## src/design/kmrg_pkg.sv

```systemverilog
// Shared types, codes and constants of the key match row gather block.
package kmrg_pkg;

    // Default sizing, handed down from the top level.
    localparam int ENTRIES_DEF      = 64;
    localparam int ROW_MAX_DEF      = 64;
    localparam int ELEMENT_BITS_DEF = 32;
    localparam int QUEUE_DEPTH_DEF  = 4;

    // Fixed field widths of the stream channels.
    localparam int KEY_W      = 32;
    localparam int POS_W      = 6;
    localparam int DATA_W     = 32;
    localparam int LEN_W      = 7;
    localparam int FILL_W     = 8;
    localparam int CFG_ADDR_W = 2;
    localparam int CFG_DATA_W = 8;
    localparam int S_TDATA_W  = 80;
    localparam int M_TDATA_W  = 40;

    // Configuration register indexes.
    localparam logic [CFG_ADDR_W-1:0] CFG_KEY_COUNT  = 2'd0;
    localparam logic [CFG_ADDR_W-1:0] CFG_ROW_LENGTH = 2'd1;
    localparam logic [CFG_ADDR_W-1:0] CFG_FILL_VALUE = 2'd2;

    // Request kinds on the input tuser.
    typedef enum logic [1:0] {
        OP_LOAD_KEY = 2'd0,
        OP_LOAD_ROW = 2'd1,
        OP_LOOKUP   = 2'd2,
        OP_NONE     = 2'd3
    } op_t;

    // Back end sequencer states.
    typedef enum logic [1:0] {
        ST_IDLE,
        ST_SCAN,
        ST_EMIT
    } back_state_t;

    // Classified request passed from front to back.
    typedef struct packed {
        op_t                kind;
        logic [KEY_W-1:0]   key;
        logic [POS_W-1:0]   entry;
        logic [POS_W-1:0]   elem;
        logic [DATA_W-1:0]  data;
    } kmrg_cmd_t;

endpackage

```

## src/design/kmrg_front.sv

```systemverilog
// Front end: takes input requests, drops ignored ones and holds one for the queue.
module kmrg_front #(
    parameter int ENTRIES = kmrg_pkg::ENTRIES_DEF,
    parameter int ROW_MAX = kmrg_pkg::ROW_MAX_DEF
) (
    input  logic                           aclk,
    input  logic                           aresetn,
    input  logic                           s_tvalid,
    output logic                           s_tready,
    // [31:0] search_key, [37:32] entry_position, [43:38] element_position,
    // [75:44] element_data, [79:76] zero
    input  logic [kmrg_pkg::S_TDATA_W-1:0] s_tdata,
    // [1:0] operation
    input  logic [1:0]                     s_tuser,
    input  logic                           q_full,
    output logic                           q_push,
    output kmrg_pkg::kmrg_cmd_t            q_cmd
);
    import kmrg_pkg::*;

    logic      hold_valid_reg, hold_valid_next;
    kmrg_cmd_t hold_cmd_reg;
    kmrg_cmd_t in_cmd;
    logic      keep;
    logic      accept;

    // Unpack the request fields
    always_comb begin
        in_cmd.kind  = op_t'(s_tuser);
        in_cmd.key   = s_tdata[31:0];
        in_cmd.entry = s_tdata[37:32];
        in_cmd.elem  = s_tdata[43:38];
        in_cmd.data  = s_tdata[75:44];
    end

    // Classify: drop out-of-range loads and the reserved kind
    always_comb begin
        unique case (in_cmd.kind)
            OP_LOAD_KEY: keep = (int'(in_cmd.entry) < ENTRIES);
            OP_LOAD_ROW: keep = (int'(in_cmd.entry) < ENTRIES) &&
                                (int'(in_cmd.elem) < ROW_MAX);
            OP_LOOKUP:   keep = 1'b1;
            default:     keep = 1'b0;
        endcase
    end

    assign q_push   = hold_valid_reg && !q_full;
    assign s_tready = !hold_valid_reg || !q_full;
    assign accept   = s_tvalid && s_tready;
    assign q_cmd    = hold_cmd_reg;

    // Advance the holding stage
    always_comb begin
        hold_valid_next = hold_valid_reg;
        if (accept) begin
            hold_valid_next = keep;
        end else if (q_push) begin
            hold_valid_next = 1'b0;
        end
    end

    always_ff @(posedge aclk) begin
        if (!aresetn) begin
            hold_valid_reg <= 1'b0;
        end else begin
            hold_valid_reg <= hold_valid_next;
        end
    end

    always_ff @(posedge aclk) begin
        if (accept) begin
            hold_cmd_reg <= in_cmd;
        end
    end

endmodule

```

## config.mk

```make
export PLATFORM = sky130hd
export DESIGN_NAME = kmrg_front
export DESIGN_NICKNAME = d
export VERILOG_FILES = /design/src/design/kmrg_pkg.sv /design/src/design/kmrg_front.sv
export SDC_FILE = /design/constraint.sdc
export NUM_CORES = 1
export LEC_CHECK = 0
export ABC_AREA = 1
export BUFFER_PORTS_ARGS = -buffer_cell sky130_fd_sc_hd__buf_2
export CAP_MARGIN = 10
export CORE_ASPECT_RATIO = 0.6
export CORE_UTILIZATION = 40
export DETAILED_ROUTE_END_ITERATION = 10
export HOLD_SLACK_MARGIN = 0.15
export PLACE_DENSITY = 0.78
export SLEW_MARGIN = 20
export SYNTH_ARGS = -nofsm -noshare
export SYNTH_HDL_FRONTEND = slang
export SYNTH_SLANG_ARGS = --single-unit
```

## constraint.sdc

```tcl
create_clock -name aclk -period 3.1 [get_ports aclk]
set_input_delay 0.155 -clock aclk [delete_from_list [all_inputs] [get_ports aclk]]
set_output_delay 0.155 -clock aclk [all_outputs]
set_load 0.01 [all_outputs]
```

==> results of run 1 <==
routing by layer:
| layer | vias up | share of wire [%] | GRT usage, % | routed length (um) |
|---|---|---|---|---|
| met5 | - | 0 | 0 | 0 |
| met4 | 0 | 1.4 | 7.55 | 93 |
| met3 | 13 | 11 | 9.96 | 692 |
| met2 | 112 | 52 | 38.1 | 3400 |
| met1 | 874 | 36 | 20.4 | 2330 |
| li1 | 845 | - | - | - |
cells by family (layout without fill, tap and decap cells):
logic type             count (synthesis)  after routing  share of synthesized area [%]
AO/OA/AOI/OAI                          1              1                          0.365
flip-flops                            79             79                           98.3
buffers and inverters                  2            259                          0.313
AND/OR/NAND/NOR                        5              5                          0.990
worst register-to-register path, stage by stage (launching register included):
cell and delay (ps):
dfxtp_1 320, nand2_2 80, and2_4 780
area by class of cell:
type	instances	area, sq um
Clock inverter	5	35.0
Fill cell	360	1400
Sequential cell	79	2360
Multi-Input combinational cell	6	35.0
Tap cell	80	100
Clock buffer	11	131
Inverter	2	7.51
Timing Repair Buffer	241	1610
synthesized netlist by cell type:
master / number
nor2_1: 1
and2_1: 1
a21oi_2: 1
edfxtp_1: 78
inv_1: 2
nand2_1: 2
dfxtp_1: 1
nand2_2: 1
power by group through the flow:
stage                     logic, mW  clock network, mW  registers [mW]
after detailed placement      0.173                  0            1.29
after CTS                     0.252              0.660            1.27
after global placement        0.168                  0            1.29
after global routing          0.278              0.709            1.27
after floorplan              0.0221                  0            1.33
final                         0.257              0.657            1.27
cell usage in the layout, fill, tap and decap left out:
cell type,instances
buf_2,161
dlygate4sd3_1,80
edfxtp_1,78
clkbuf_8,9
clkinvlp_4,3
inv_1,2
nand2_1,2
clkbuf_1,2
nor2_1,1
nand2_2,1
and2_4,1
a21oi_2,1
clkinv_4,1
clkinv_1,1
dfxtp_1,1
through the flow:
step                      power [mW]  hold WS [ps]  cells  worst slack [ps]  utilization [%]
after CTS                       2.18           498    424              1480             75.4
after floorplan                 1.35           254     87               413                -
final                           2.18           522    424              1480             75.4
after global placement          1.45           332    328              1530             58.3
after global routing            2.26           504    424              1390             75.4
after detailed placement        1.46           333    328              1510             58.3
timing repair:
| action | 4_1_cts | 5_1_grt |
|---|---|---|
| hold buffers | 80 | 0 |
| setup buffers | 0 | 0 |
| hold endpoints to repair | 79 | 0 |
| resized for setup | 0 | 0 |
worst max path at each step:
stage,startpoint,end,cells past startpoint
2_1_floorplan,hold_valid_reg$_SDFFE_PN0P_,q_cmd[0]$_DFFE_PP_,2
3_3_place_gp,hold_valid_reg$_SDFFE_PN0P_,q_cmd[51]$_DFFE_PP_,2
3_5_place_dp,hold_valid_reg$_SDFFE_PN0P_,q_cmd[42]$_DFFE_PP_,2
4_1_cts,hold_valid_reg$_SDFFE_PN0P_,q_cmd[4]$_DFFE_PP_,2
5_1_grt,hold_valid_reg$_SDFFE_PN0P_,q_cmd[33]$_DFFE_PP_,2
6_report,hold_valid_reg$_SDFFE_PN0P_,q_cmd[68]$_DFFE_PP_,2
==> flow_summary.toml, run 1 <==
[run_status]
outcome = "completed"

[power_and_ir_drop]
powerDensity_nw_per_um2 = 510
clockPowerShare_pct = 30.1
switching_power_mw = 0.498
p_comb_share_pct = 11.8
sw_frac_of_total_pct = 22.9
p_int_mw = 1.68
power_frac_seq_pct = 58.1
ir_drop_mv = 0.364
p_leak_nw = 1.83

[worst_setup_path]
ff2ff_setup_slack_ps = 1480
worstPathCellList = "nand2_2, and2_4"
cp_top_family = "simple AND/OR/NAND/NOR gates"
cp-end-kind = "register"
path_max_fanout = 78
crit_type = "register to register"
r2r_start = "hold_valid_reg$_SDFFE_PN0P_"
startpoint_type = "register"
rr_endpoint = "q_cmd[68]$_DFFE_PP_"
cp.required_ps = 3060
rr_worst_depth = 2
cpMaxStageDelayCell = "and2_4"
max_stage_delay_ps = 780
arrival_ps = 1590
critPathBufInv = 0

[run]
maxCapViolCount = 0

[final_layout]
antenna_cells = 0
largest_reg_flops = 78
area_growth_pct = 78.1
final_cell_area_sq_um = 4280
drive_above_1_share_pct = 51.5
fin_nets = 425

[floorplanning]
die_height_um = 62.0
fp.dieArea_sq_um = 6330
start_util_pct = 42.3
rows = 21
core_sq_um = 5680
io_pins = 166
chipWidth_um = 102

[grt]
grt_pass1_wl_um = 8980
grt_max_degree = 79
overflow = 0
grt_use_total_pct = 20.4
antenna_found_initial = 0
grt_pass1_vias = 1904

[drt]
vias_per_cell = 4.35
final_antenna_net_count = 0
num_vias = 1844
drt_iter0_drc = 39
drtPass1Iterations = 4
routedWlPerCell_um = 15.4
drt_wl_total_um = 6520
route.detailed.drc = 0

[synth]
synth_area_sq_um = 2400
synth_cell_types = 8
ys_ff_latch = 79
synth_warnings = 0
netlist_top_cells_area = "edfxtp_1 98%, dfxtp_1 0.83%, a21oi_2 0.36%, inv_1 0.31%, nand2_1 0.31%"
synth_area_leader_cell = "edfxtp_1"
synth.yosys.seq_area_share_pct = 98.3
yosysTopAreaCellShare_pct = 97.5
syn_area_per_cell_sq_um = 27.6
synth_cells = 87
synth_fp_nets = 173

[min_path]
worstHoldStart = "s_tdata[35]"
min_to = "q_cmd[41]$_DFFE_PP_"
hold_path_depth = 2
hp-class = "input port to register"

[place]
post_dp_cell_area_sq_um = 3310
routabilityCongestion = 0.737
hpwl_um = 3510
numPortBuffers = 161

[sta]
fmax_mhz = 616
worstMarginPinSlew_ps = 977
finalCritPeriodShare_pct = 52.4
fin_crit_ps = 1620
finalSetupTns_ps = 0
drv_slew = 0
fin_skew_ps = 12.2
final_hold_viol_count = 0
setup_viol = 0
rsz0062_at_grt = "no"
slew_headroom_pct = 34.8

[clock_tree]
cts.sinks = 79
clock_path_buffers = 2
h-tree-depth = 3
numCtsBuffers = 9
insertion_delay_ps = 340
ctsRootBufferMaster = "clkbuf_8"
clk_pin_slew_ps = 80
tritoncts = "built"
No activity file was read; power rests on OpenSTA's default activity.
==> run 2: changes to the inputs <==
--- a/config.mk
+++ b/config.mk
@@ -9,10 +9,10 @@
 export BUFFER_PORTS_ARGS = -buffer_cell sky130_fd_sc_hd__buf_2
 export CAP_MARGIN = 10
 export CORE_ASPECT_RATIO = 0.6
-export CORE_UTILIZATION = 40
+export CORE_UTILIZATION = 36
 export DETAILED_ROUTE_END_ITERATION = 10
 export HOLD_SLACK_MARGIN = 0.15
-export PLACE_DENSITY = 0.78
+export PLACE_DENSITY = 0.74
 export SLEW_MARGIN = 20
 export SYNTH_ARGS = -nofsm -noshare
 export SYNTH_HDL_FRONTEND = slang
==> constraint.sdc (replaced) <==
create_clock -name aclk -period 1.3 [get_ports aclk]
set_input_delay 0.065 -clock aclk [delete_from_list [all_inputs] [get_ports aclk]]
set_output_delay 0.065 -clock aclk [all_outputs]
set_load 0.01 [all_outputs]
==> run 2 against run 1 <==
Global-route usage down 2.4 points. Clock power grew to 2.9 times the previous value. Cell area up 2.2%. Clock skew is 8.5 ps lower. Sequential power increased by 140%. Combinational power is 140% higher. First-iteration DRC count increased by 31%. Worst hold slack worse by 180 ps. Sequential share of layout area is 1.2 points lower. Critical path type is now input port to register. Critical endpoint is now hold_valid_reg$_SDFFE_PN0P_. Largest cell class unchanged.
==> flow_summary.toml, run 2 (same netlist as run 1, synthesis figures left out) <==
[run_status]
outcome = "completed"

[worst_setup_path]
rr_endpoint = "hold_valid_reg$_SDFFE_PN0P_"
cp.required_ps = 1580
worstPathCellList = "dlygate4sd3_1, buf_2, nand2_1, nand2_1, a21oi_2, dlygate4sd3_1"
crit_type = "input port to register"
ff2ff_setup_slack_ps = 150
max_stage_delay_ps = 550
r2r_start = "hold_valid_reg$_SDFFE_PN0P_"
startpoint_type = "input port"
path_max_fanout = 2
cpMaxStageDelayCell = "dlygate4sd3_1"
rr_worst_depth = 3
cp-end-kind = "register"
cp_top_family = "buffers and inverters"
critPathBufInv = 3
arrival_ps = 1530

[final_layout]
layout_commonest_cell = "buf_2"
antenna_cells = 0
fin_nets = 427
final_cell_area_sq_um = 4370
area_growth_pct = 82.0
largest_reg_flops = 78
final_core_util_pct = 69.7
drive_above_1_share_pct = 52.8
final_cell_mix = "161 x buf_2, 80 x dlygate4sd3_1, 78 x edfxtp_1, 9 x clkbuf_8"

[min_path]
hold_path_depth = 3
hp-class = "input port to register"
min_to = "q_cmd[44]$_DFFE_PP_"
worstHoldStart = "s_tvalid"

[clock_tree]
ctsRootBufferMaster = "clkbuf_8"
clock_path_buffers = 2
clk_pin_slew_ps = 80
h-tree-depth = 3
ctsHoldBuffers = 80
cts_resized = 0
tritoncts = "built"
insertion_delay_ps = 340
cts.sinks = 79
postCtsSetupRepairBufs = 0
numCtsBuffers = 9

[drt]
wl_met3_um = 714
drtPass1Iterations = 4
drt_iter0_drc = 51
drt_wl_total_um = 6140
wl_met2_um = 3070
wl_met1_um = 2250
route.detailed.drc = 0
final_antenna_net_count = 0
vias_per_cell = 4.15
routedWlPerCell_um = 14.3
routed.top_layer = "met4"
num_vias = 1779

[sta]
fmax_mhz = 798
worstMarginPinSlew_ps = 215
drv_slew = 0
finalCritPeriodShare_pct = 96.4
rsz0062_at_grt = "no"
final_hold_viol_count = 0
slew_headroom_pct = 85.7
fin_crit_ps = 1250
setup_viol = 0
fin_skew_ps = 3.67

[place]
routabilityCongestion = 0.706
post_dp_cell_area_sq_um = 3360
numPortBuffers = 161

[floorplanning]
rows = 22
fp.dieArea_sq_um = 7010
start_util_pct = 38.3
io_pins = 166
core_sq_um = 6280
die_height_um = 65.3
chipWidth_um = 107

[grt]
overflow = 0
grt_max_degree = 41
grt_pass1_wl_um = 8850
grt_pass1_vias = 1907
grt_use_total_pct = 18.1
antenna_found_initial = 0

[power_and_ir_drop]
powerDensity_nw_per_um2 = 1270
finalPower_mw = 5.55
p_leak_nw = 1.89
ir_drop_mv = 0.773

[run]
maxCapViolCount = 0
-- run 2: cell count changes in the layout (fill, tap and decap cells not counted) --
cell,change
clkinv_1,-1
nand2_4,+1
nand2_2,-1
clkinv_2,+2
bufinv_16,+2
dfxtp_2,+1
clkbuf_1,-2
dfxtp_1,-1
buf_12,+2
clkinvlp_4,-2
-- run 2: per-layer routing --
metal  GRT usage, %  vias to the layer above
li1               -                      850
met1           17.3                      813
met2           32.4                      106
met4           7.53                        0
met3           10.0                       10
met5              0                        -
-- run 2: worst min-delay path, delay by kind of cell --
family	cells	cell delay, ps
buffers and inverters	2	280
and+or+nand+nor	1	150
-- run 2: layout make-up --
type / instances / area (sq um)
clock buffers: 9 / 124
repair buffers: 243 / 1650
inverters: 2 / 7.51
multi-input cells: 6 / 40.0
fillers: 434 / 1900
clock inverters: 6 / 86.3
flip-flops and latches: 79 / 2360
well taps: 84 / 105
-- run 2: metrics by stage --
step	hold slack (ps)	setup slack, ps	cells	setup TNS [ps]
floorplan	164	-123	87	-9580
global placement	241	193	334	0
detailed placement	243	176	334	0
CTS	332	121	429	0
global route	331	8.02	429	0
finish	342	47.3	429	0
-- run 2: worst max path at each step --
| stage | from | to | slack, ps | cells past startpoint |
|---|---|---|---|---|
| 3_3_place_gp | hold_valid_reg$_SDFFE_PN0P_ | q_cmd[4]$_DFFE_PP_ | 190 | 3 |
| 3_5_place_dp | hold_valid_reg$_SDFFE_PN0P_ | q_cmd[69]$_DFFE_PP_ | 180 | 3 |
| 5_1_grt | s_tuser[0] | hold_valid_reg$_SDFFE_PN0P_ | 8 | 6 |
| 6_report | s_tuser[0] | hold_valid_reg$_SDFFE_PN0P_ | 50 | 6 |
| 4_1_cts | s_tuser[0] | hold_valid_reg$_SDFFE_PN0P_ | 120 | 6 |
| 2_1_floorplan | hold_valid_reg$_SDFFE_PN0P_ | q_cmd[0]$_DFFE_PP_ | -120 | 2 |
-- run 2: where the power goes --
group | switching (mW) | internal [mW] | leakage (nW)
Sequential | 0.0376 | 2.98 | 0.765
Clock | 0.842 | 1.07 | 0.105
Combinational | 0.269 | 0.356 | 1.02
Total | 1.15 | 4.40 | 1.89
