--- src/design/kmrg_pkg.sv ---
// Shared types, codes and constants of the key match row gather block.
package kmrg_pkg;

    // Default sizing, handed down from the top level.
    localparam int ENTRIES_DEF      = 64;
    localparam int ROW_MAX_DEF      = 64;
    localparam int ELEMENT_BITS_DEF = 32;
    localparam int QUEUE_DEPTH_DEF  = 4;

    // Fixed field widths of the stream channels.
    localparam int KEY_W      = 32;
    localparam int POS_W      = 6;
    localparam int DATA_W     = 32;
    localparam int LEN_W      = 7;
    localparam int FILL_W     = 8;
    localparam int CFG_ADDR_W = 2;
    localparam int CFG_DATA_W = 8;
    localparam int S_TDATA_W  = 80;
    localparam int M_TDATA_W  = 40;

    // Configuration register indexes.
    localparam logic [CFG_ADDR_W-1:0] CFG_KEY_COUNT  = 2'd0;
    localparam logic [CFG_ADDR_W-1:0] CFG_ROW_LENGTH = 2'd1;
    localparam logic [CFG_ADDR_W-1:0] CFG_FILL_VALUE = 2'd2;

    // Request kinds on the input tuser.
    typedef enum logic [1:0] {
        OP_LOAD_KEY = 2'd0,
        OP_LOAD_ROW = 2'd1,
        OP_LOOKUP   = 2'd2,
        OP_NONE     = 2'd3
    } op_t;

    // Back end sequencer states.
    typedef enum logic [1:0] {
        ST_IDLE,
        ST_SCAN,
        ST_EMIT
    } back_state_t;

    // Classified request passed from front to back.
    typedef struct packed {
        op_t                kind;
        logic [KEY_W-1:0]   key;
        logic [POS_W-1:0]   entry;
        logic [POS_W-1:0]   elem;
        logic [DATA_W-1:0]  data;
    } kmrg_cmd_t;

endpackage

--- src/design/kmrg_queue.sv ---
// Short request queue between the front end and the back end.
module kmrg_queue #(
    parameter int DEPTH = kmrg_pkg::QUEUE_DEPTH_DEF
) (
    input  logic                aclk,
    input  logic                aresetn,
    input  logic                push,
    input  kmrg_pkg::kmrg_cmd_t din,
    output logic                full,
    input  logic                pop,
    output kmrg_pkg::kmrg_cmd_t dout,
    output logic                valid
);
    import kmrg_pkg::*;

    localparam int PTR_W = (DEPTH > 1) ? $clog2(DEPTH) : 1;
    localparam int CNT_W = $clog2(DEPTH + 1);

    kmrg_cmd_t          slot_reg [DEPTH];
    logic [PTR_W-1:0]   wr_ptr_reg, wr_ptr_next;
    logic [PTR_W-1:0]   rd_ptr_reg, rd_ptr_next;
    logic [CNT_W-1:0]   count_reg, count_next;
    logic               do_push, do_pop;

    assign full    = (count_reg == CNT_W'(DEPTH));
    assign valid   = (count_reg != '0);
    assign do_push = push && !full;
    assign do_pop  = pop && valid;
    assign dout    = slot_reg[rd_ptr_reg];

    // Advance pointers with wrap and track fill
    always_comb begin
        wr_ptr_next = wr_ptr_reg;
        rd_ptr_next = rd_ptr_reg;
        count_next  = count_reg;
        if (do_push) begin
            wr_ptr_next = (int'(wr_ptr_reg) == DEPTH - 1) ? '0 : PTR_W'(wr_ptr_reg + 1'b1);
        end
        if (do_pop) begin
            rd_ptr_next = (int'(rd_ptr_reg) == DEPTH - 1) ? '0 : PTR_W'(rd_ptr_reg + 1'b1);
        end
        if (do_push && !do_pop) begin
            count_next = CNT_W'(count_reg + 1'b1);
        end else if (do_pop && !do_push) begin
            count_next = CNT_W'(count_reg - 1'b1);
        end
    end

    always_ff @(posedge aclk) begin
        if (!aresetn) begin
            wr_ptr_reg <= '0;
            rd_ptr_reg <= '0;
            count_reg  <= '0;
        end else begin
            wr_ptr_reg <= wr_ptr_next;
            rd_ptr_reg <= rd_ptr_next;
            count_reg  <= count_next;
        end
    end

    always_ff @(posedge aclk) begin
        if (do_push) begin
            slot_reg[wr_ptr_reg] <= din;
        end
    end

endmodule

--- config.mk ---
export PLATFORM = sky130hd
export DESIGN_NAME = kmrg_queue
export DESIGN_NICKNAME = d
export VERILOG_FILES = /design/src/design/kmrg_pkg.sv /design/src/design/kmrg_queue.sv
export SDC_FILE = /design/constraint.sdc
export NUM_CORES = 1
export LEC_CHECK = 0
export CAP_MARGIN = 15
export CORE_ASPECT_RATIO = 1.75
export CORE_MARGIN = 3
export CORE_UTILIZATION = 60
export CTS_CLUSTER_SIZE = 14
export DETAILED_ROUTE_END_ITERATION = 6
export DONT_BUFFER_PORTS = 1
export PLACE_DENSITY = 0.76
export SKIP_LAST_GASP = 1
export SYNTH_ARGS = -nofsm -noshare
export SYNTH_HDL_FRONTEND = slang
export SYNTH_SLANG_ARGS = --single-unit
--- constraint.sdc ---
create_clock -name aclk -period 8.5 [get_ports aclk]
set_clock_uncertainty 0.1 [all_clocks]
set_input_delay 1.7 -clock aclk [delete_from_list [all_inputs] [get_ports aclk]]
set_output_delay 1.7 -clock aclk [all_outputs]
set_load 0.03 [all_outputs]
==> summary.txt, run 1 <==
Synth
  – Post-Synthesis Cell Area: about 0.012 mm^2
  – Cell type with the largest total area after synthesis: sky130_fd_sc_hd__edfxtp_1
  – Dominant cell by count in the synthesized netlist: sky130_fd_sc_hd__edfxtp_1
  – Share of the yosys chip area belonging to registers: 0.813
  – Number of nets in the synthesized netlist: 548
  – Fraction of registers with async set/reset: 0
  – Syn avg cell area: between 20 and 30 um^2
  – Post-synthesis sequential element count: 321
  – Yosys warns: 0
  – Cell count after synthesis: roughly 460
  – Commonest cells in the netlist: sky130_fd_sc_hd__edfxtp_1, sky130_fd_sc_hd__mux4_2, sky130_fd_sc_hd__dfxtp_1
  – Number of distinct library cells after synthesis: 24
  – Count of flip-flops with a built-in enable after synthesis: ~310
  – Cells taking the most area after synthesis: sky130_fd_sc_hd__edfxtp_1, sky130_fd_sc_hd__mux4_2, sky130_fd_sc_hd__dfxtp_1, sky130_fd_sc_hd__ha_1, sky130_fd_sc_hd__buf_12
  – Proportion of netlist area held by the largest area contributor: 0.797
  – Most used flip-flop cell after synthesis: sky130_fd_sc_hd__edfxtp_1

STA
  – Setup violations, final: 0
  – Number of hold violations in the final report: 0
  – Number of pins exceeding their max-slew limit in the final report: 0
  – Slew at the pin closest to its max-slew limit: between 1 and 1.5 ns
  – Setup TNS Final: 0 ns
  – Relative max-transition margin: 0.225
  – Fin crit share: 0.548
  – Worst hold slack across all endpoints: 0.427 ns
  – Unrepaired setup endpoints after global routing: no
  – Shortest clock period the worst path allows after layout: 4.66 ns
  – Maximum clock rate: approximately 210 MHz

Global routing
  – Total Routing Usage GR: 0.179
  – Met3 Track Usage GR: 0.0421
  – Most Crowded Layer GR: met2
  – Met2 track demand over resource in global routing: 0.313
  – Antenna violations before repair: 0
  – Met1 track utilization from global routing: 0.219
  – Global-route wire length before repair: 29.0 mm
  – Number of global-route vias before repair: around 5000
  – Residual overflow from global routing: 0
  – Largest net degree at the start of global routing: between 70 and 80

Critical path
  – Worst Setup End Kind: output port
  – Worst Path Max Fanout: 43
  – Required arrival time at the worst endpoint: roughly 6.7 ns
  – Arrival time reported for the critical path endpoint: roughly 2.9 ns
  – Setup CP Type: flip-flop to output port
  – Critical Path Start Type: flip-flop
  – Crit Reg-Reg Startpoint: count_reg[2]

Layout
  – Final cell count without fillers: ~730
  – Fraction of the core area covered by cells at the end of the flow: 0.668
  – Flip-flop count of the largest register after layout: around 310
  – Share of final-layout standard cells stronger than drive strength 1: 0.249
  – Diodes inserted: 0
  – Area growth, synth to finish: 9.21%
  – Final Net Count: between 500 and 600

Pwr
  – Worst supply voltage drop on vdd: around 0.00025 V
  – Power Density: about 320 mW/mm^2
  – Leakage component of the power: 3.93 nW

Clock network
  – Maximum buffer depth of the clock tree: 3
  – Number of levels the H-tree was split into: 1
  – Clock sink count: between 300 and 400
  – Worst skew pair latency: around 0.52 ns
  – Total of hold buffers inserted after clock tree synthesis: 0
  – Number of buffers inserted during clock tree synthesis: 28
  – Master cell of the clock root buffer: sky130_fd_sc_hd__clkbuf_16
  – Clock-pin transition on the worst setup and hold timing paths: 0.06 ns
  – TritonCTS clock tree: done
  – Postcts setup bufs: 0
  – Gates resized, CTS repair: 0

Placed design
  – Weighted congestion at the end of routability-driven global placement: just under 0.8
  – Detailed placer's ending HPWL: 11.6 mm
  – Number of placed cells counting well taps: 682
  – Count of buffers from port buffering: 0

Worst hold path
  – Start point of the worst hold path: rd_ptr_reg[1]
  – Worst min-delay path category: flip-flop to flip-flop

Route
  – Aggregate routed wire length: 19.2 mm
  – Overall via count from detail_route: between 4000 and 5000
  – Routed wirelength normalized by instance count: 26.3 um
  – Violation count after the first detailed-route iteration: 260
  – Vias/cell: between 6 and 7
  – Final routed DRC violation total: 0
  – Post-DRT Antenna Nets: 0
  – Detailed Routing Iterations Pass 1: 4

Floorplanning
  – Starting Density: 0.612
  – Die area: between 0.02 and 0.025 mm^2
  – IO Pins: 162
  – Core box area: approximately 0.019 mm^2
  – Height of the die: 191 um
  – Site Rows: 67
  – Die span in x: 112 um

Run
  – Max-cap viol count: 0

Run status
  – Run status: completed
==> area by class of cell <==
| class | instances | area [um^2] |
|---|---|---|
| clock buffer | 44 | 802 |
| clock inverter | 4 | 73.8 |
| fill | 1099 | 6370 |
| inverter | 3 | 11.3 |
| multi-input combinational | 115 | 2040 |
| sequential | 321 | 9560 |
| tap | 241 | 302 |
| timing repair buffer | 3 | 42.5 |
==> routing by layer <==
layer | part of all wire | wire length (um)
met1 | 0.36 | 6900
met2 | 0.55 | 10500
met3 | 0.059 | 1130
met4 | 0.032 | 618
met5 | 0 | 0
==> power breakdown <==
part	internal (mW)	switching (mW)	total, mW
registers	1.93	0.111	2.04
logic	0.307	0.603	0.910
clock network	0.704	0.495	1.20
==> kinds of logic (layout without fill, tap and decap cells) <==
| family | Yosys count | count (layout) | synth area share |
|---|---|---|---|
| AND/OR/NAND/NOR | 20 | 20 | 0.00884 |
| adder cells (fa/ha/maj) | 7 | 7 | 0.00809 |
| multiplexers | 81 | 81 | 0.152 |
| XOR/XNOR | 2 | 2 | 0.00149 |
| flip-flops | 321 | 321 | 0.813 |
| AO/OA/AOI/OAI | 5 | 5 | 0.00256 |
| buffers and inverters | 23 | 54 | 0.0142 |
==> metrics by stage <==
step / cell area, um^2 / setup WS [ns] / total power, mW
floorplan: 11700 / 4.05 / 2.89
global placement: 11900 / 4.30 / 2.97
detailed placement: 11900 / 4.28 / 3.00
CTS: 12800 / 3.70 / 4.20
global route: 12800 / 3.56 / 4.30
finish: 12800 / 3.84 / 4.15
==> final timing paths <==
path / endpoint / slack (ns) / cells after the start
min: flip-flop / 0.43 / 2
max: dout[22] / 3.84 / 2
min reg2reg: flip-flop / 0.43 / 2
max reg2reg: count_reg[2] / 5.53 / 8
==> cells in the final DEF (no fill, tap or decap), types with 2 or more instances in the layout <==
cell and instances:
sky130_fd_sc_hd__clkbuf_1 13, sky130_fd_sc_hd__dfxtp_4 2, sky130_fd_sc_hd__ha_1 6, sky130_fd_sc_hd__or3_1 2, sky130_fd_sc_hd__clkbuf_8 2, sky130_fd_sc_hd__nor2_1 2
sky130_fd_sc_hd__mux2i_1 3, sky130_fd_sc_hd__clkbuf_16 29, sky130_fd_sc_hd__edfxtp_1 312, sky130_fd_sc_hd__bufinv_16 2, sky130_fd_sc_hd__mux4_2 78, sky130_fd_sc_hd__nand2_1 6
sky130_fd_sc_hd__buf_4 2, sky130_fd_sc_hd__and2_4 4, sky130_fd_sc_hd__inv_1 3, sky130_fd_sc_hd__nand3_1 2, sky130_fd_sc_hd__o21ai_0 3, sky130_fd_sc_hd__dfxtp_1 7
sky130_fd_sc_hd__nor2b_1 2
==> worst max-delay path: stages, from the launching register on <==
cell and delay, ns:
sky130_fd_sc_hd__dfxtp_4 0.80, sky130_fd_sc_hd__buf_4 0.76, sky130_fd_sc_hd__mux4_2 0.73
Power figures use the tool's default switching activity.
==> run 2, diff against run 1 <==
clock period = 4.7 ns   (was 8.5 ns; I/O delays follow)
==> summary.txt, run 2 (synthesis results as in run 1) <==
Floorplanning
  – Site Rows: 67 (unchanged)
  – Core box area: 0.0192 mm^2 (unchanged)
  – Height of the die: 191 um (unchanged)
  – Die span in x: 112 um (unchanged)
  – Starting Density: 0.612 (unchanged)
  – IO Pins: 162 (unchanged)
  – Die area: 0.0214 mm^2 (unchanged)

Layout
  – Diodes inserted: 0 (unchanged)
  – Leading cell type in the layout, fill and taps excluded: sky130_fd_sc_hd__edfxtp_1
  – Share of final-layout standard cells stronger than drive strength 1: 0.256 (+0.00722)
  – Final cell count without fillers: 725 (-0.82%)
  – Final Net Count: 564 (+0.53%)
  – Area growth, synth to finish: 9.45%
  – Final-layout fill cell count: 1129 (+2.7%)
  – Leading cell types in the layout, fill and taps excluded: sky130_fd_sc_hd__edfxtp_1, sky130_fd_sc_hd__mux4_2, sky130_fd_sc_hd__clkbuf_16, sky130_fd_sc_hd__dfxtp_1
  – Flip-flop count of the largest register after layout: 312 (unchanged)
  – Fraction of the core area covered by cells at the end of the flow: 0.670 (+0.00143)

Run
  – Max-cap viol count: 0 (unchanged)

Critical path
  – Setup CP Type: flip-flop to output port
  – Crit Reg-Reg Startpoint: count_reg[0]
  – Critical Path Start Type: flip-flop
  – Worst Path Max Fanout: 43 (unchanged)
  – Required arrival time at the worst endpoint: 3.66 ns (-3.04 ns)
  – Arrival time reported for the critical path endpoint: 2.47 ns (-0.39 ns)
  – Worst Setup End Kind: output port

STA
  – Maximum clock rate: between 200 and 300 MHz
  – Setup violations, final: 0 (unchanged)
  – Shortest clock period the worst path allows after layout: around 3.5 ns
  – Fin crit share: 0.746
  – Relative max-transition margin: 0.269 (+0.0440)
  – Setup TNS Final: 0 ns (unchanged)
  – Slew at the pin closest to its max-slew limit: 1.10 ns (-0.0660 ns)
  – Number of pins exceeding their max-slew limit in the final report: 0 (unchanged)
  – Unrepaired setup endpoints after global routing: no
  – Worst hold slack across all endpoints: 0.406 ns (-0.0213 ns)
  – Number of hold violations in the final report: 0 (unchanged)
  – Slack of the critical path: 1.19 ns (-2.65 ns)

Pwr
  – Switching component of the power: 2.19 mW (+81%)
  – Proportion of power drawn by combinational gates: 0.226 (+0.007)
  – Share of total power in sequential cells: 0.495 (+0.003)
  – Internal Pwr Total: 5.27 mW (+79%)
  – Power Density: 580 mW/mm^2 (+79%)
  – Leakage component of the power: 3.95 nW (+0.35%)
  – Fraction of power spent switching nets: 0.293 (+0.00226)
  – Worst supply voltage drop on vdd: 0.000470 V (+91%)
  – Clock network fraction of total power: 0.280 (-0.009)

Clock network
  – Number of buffers inserted during clock tree synthesis: 28 (unchanged)
  – TritonCTS clock tree: done
  – Postcts setup bufs: 0 (unchanged)
  – Clock-pin transition on the worst setup and hold timing paths: 0.06 ns (about the same)
  – Worst skew pair latency: 0.52 ns (about the same)
  – Gates resized, CTS repair: 0 (unchanged)
  – Master cell of the clock root buffer: sky130_fd_sc_hd__clkbuf_16
  – Total of hold buffers inserted after clock tree synthesis: 0 (unchanged)
  – Number of levels the H-tree was split into: 1 (unchanged)
  – Maximum buffer depth of the clock tree: 3 (unchanged)
  – Clock sink count: 321 (unchanged)

Global routing
  – Antenna violations before repair: 0 (unchanged)
  – Global-route wire length before repair: 29.1 mm (+0.24%)
  – Total Routing Usage GR: 0.179 (about the same)
  – Residual overflow from global routing: 0 (unchanged)
  – Largest net degree at the start of global routing: 79 (unchanged)
  – Number of global-route vias before repair: 4939 (-0.40%)

Route
  – Final routed DRC violation total: 0 (unchanged)
  – Detailed Routing Iterations Pass 1: 4 (unchanged)
  – Routed wirelength normalized by instance count: 26.5 um (+0.82%)
  – Post-DRT Antenna Nets: 0 (unchanged)
  – Aggregate routed wire length: 19.2 mm (about the same)
  – Vias/cell: 6.35 (+0.85%)
  – Violation count after the first detailed-route iteration: 293 (+13%)
  – Overall via count from detail_route: 4603 (+0.022%)

Placed design
  – Dpl ws: 1.65 ns (-2.63 ns)
  – Number of placed cells counting well taps: 682 (unchanged)
  – Detailed placer's ending HPWL: 10.9 mm (-5.8%)
  – Weighted congestion at the end of routability-driven global placement: 0.722 (-7.5%)
  – Count of buffers from port buffering: 0 (unchanged)

Worst hold path
  – Start point of the worst hold path: din[17]
  – Worst min-delay path category: primary input to flip-flop

Run status
  – Run status: completed
## run 2: cell types whose count changed in the layout (fill, tap and decap cells not counted), sizes merged
cell	previous run	this run
clkinv	2	7
clkbuf	44	30
buf	3	6
## run 2: worst paths after layout
kind | end | cells past startpoint | slack (ns)
hold reg to reg | count_reg[2] | 2 | 0.42
hold / removal | slot_reg[1][17] | 0 | 0.41
setup reg to reg | count_reg[2] | 9 | 2.03
setup / recovery | dout[15] | 2 | 1.19
## run 2: through the flow
step	instance area (um^2)	power (mW)
floorplan	11700	5.23
CTS	12800	7.53
global placement	11900	5.39
finish	12900	7.46
global route	12900	7.73
detailed placement	11900	5.44
## run 2: critical path: stages (launching register included)
cell and delay, ns:
sky130_fd_sc_hd__dfxtp_4 0.82, sky130_fd_sc_hd__buf_12 0.39, sky130_fd_sc_hd__mux4_2 0.67
## run 2: power groups by stage
stage	combinational, mW	clock (mW)	sequential, mW
floorplan	1.62	0	3.62
global placement	1.65	0	3.74
detailed placement	1.68	0	3.76
CTS	1.69	2.13	3.71
global route	1.76	2.24	3.73
finish	1.69	2.09	3.69
## run 2: routing by layer
layer | track usage | share of wire
met5 | 0 | 0
met4 | 0.0721 | 0.038
met3 | 0.0469 | 0.064
met2 | 0.308 | 0.54
met1 | 0.217 | 0.36
## run 2: layout make-up
class / instances / area (um^2) / area share
Timing Repair Buffer: 6 / 123 / 0.00954
Clock inverter: 9 / 93.8 / 0.00730
Tap cell: 241 / 302 / 0.0235
Sequential cell: 321 / 9560 / 0.743
Inverter: 3 / 11.3 / 0.000876
Clock buffer: 30 / 729 / 0.0567
Multi-Input combinational cell: 115 / 2040 / 0.159
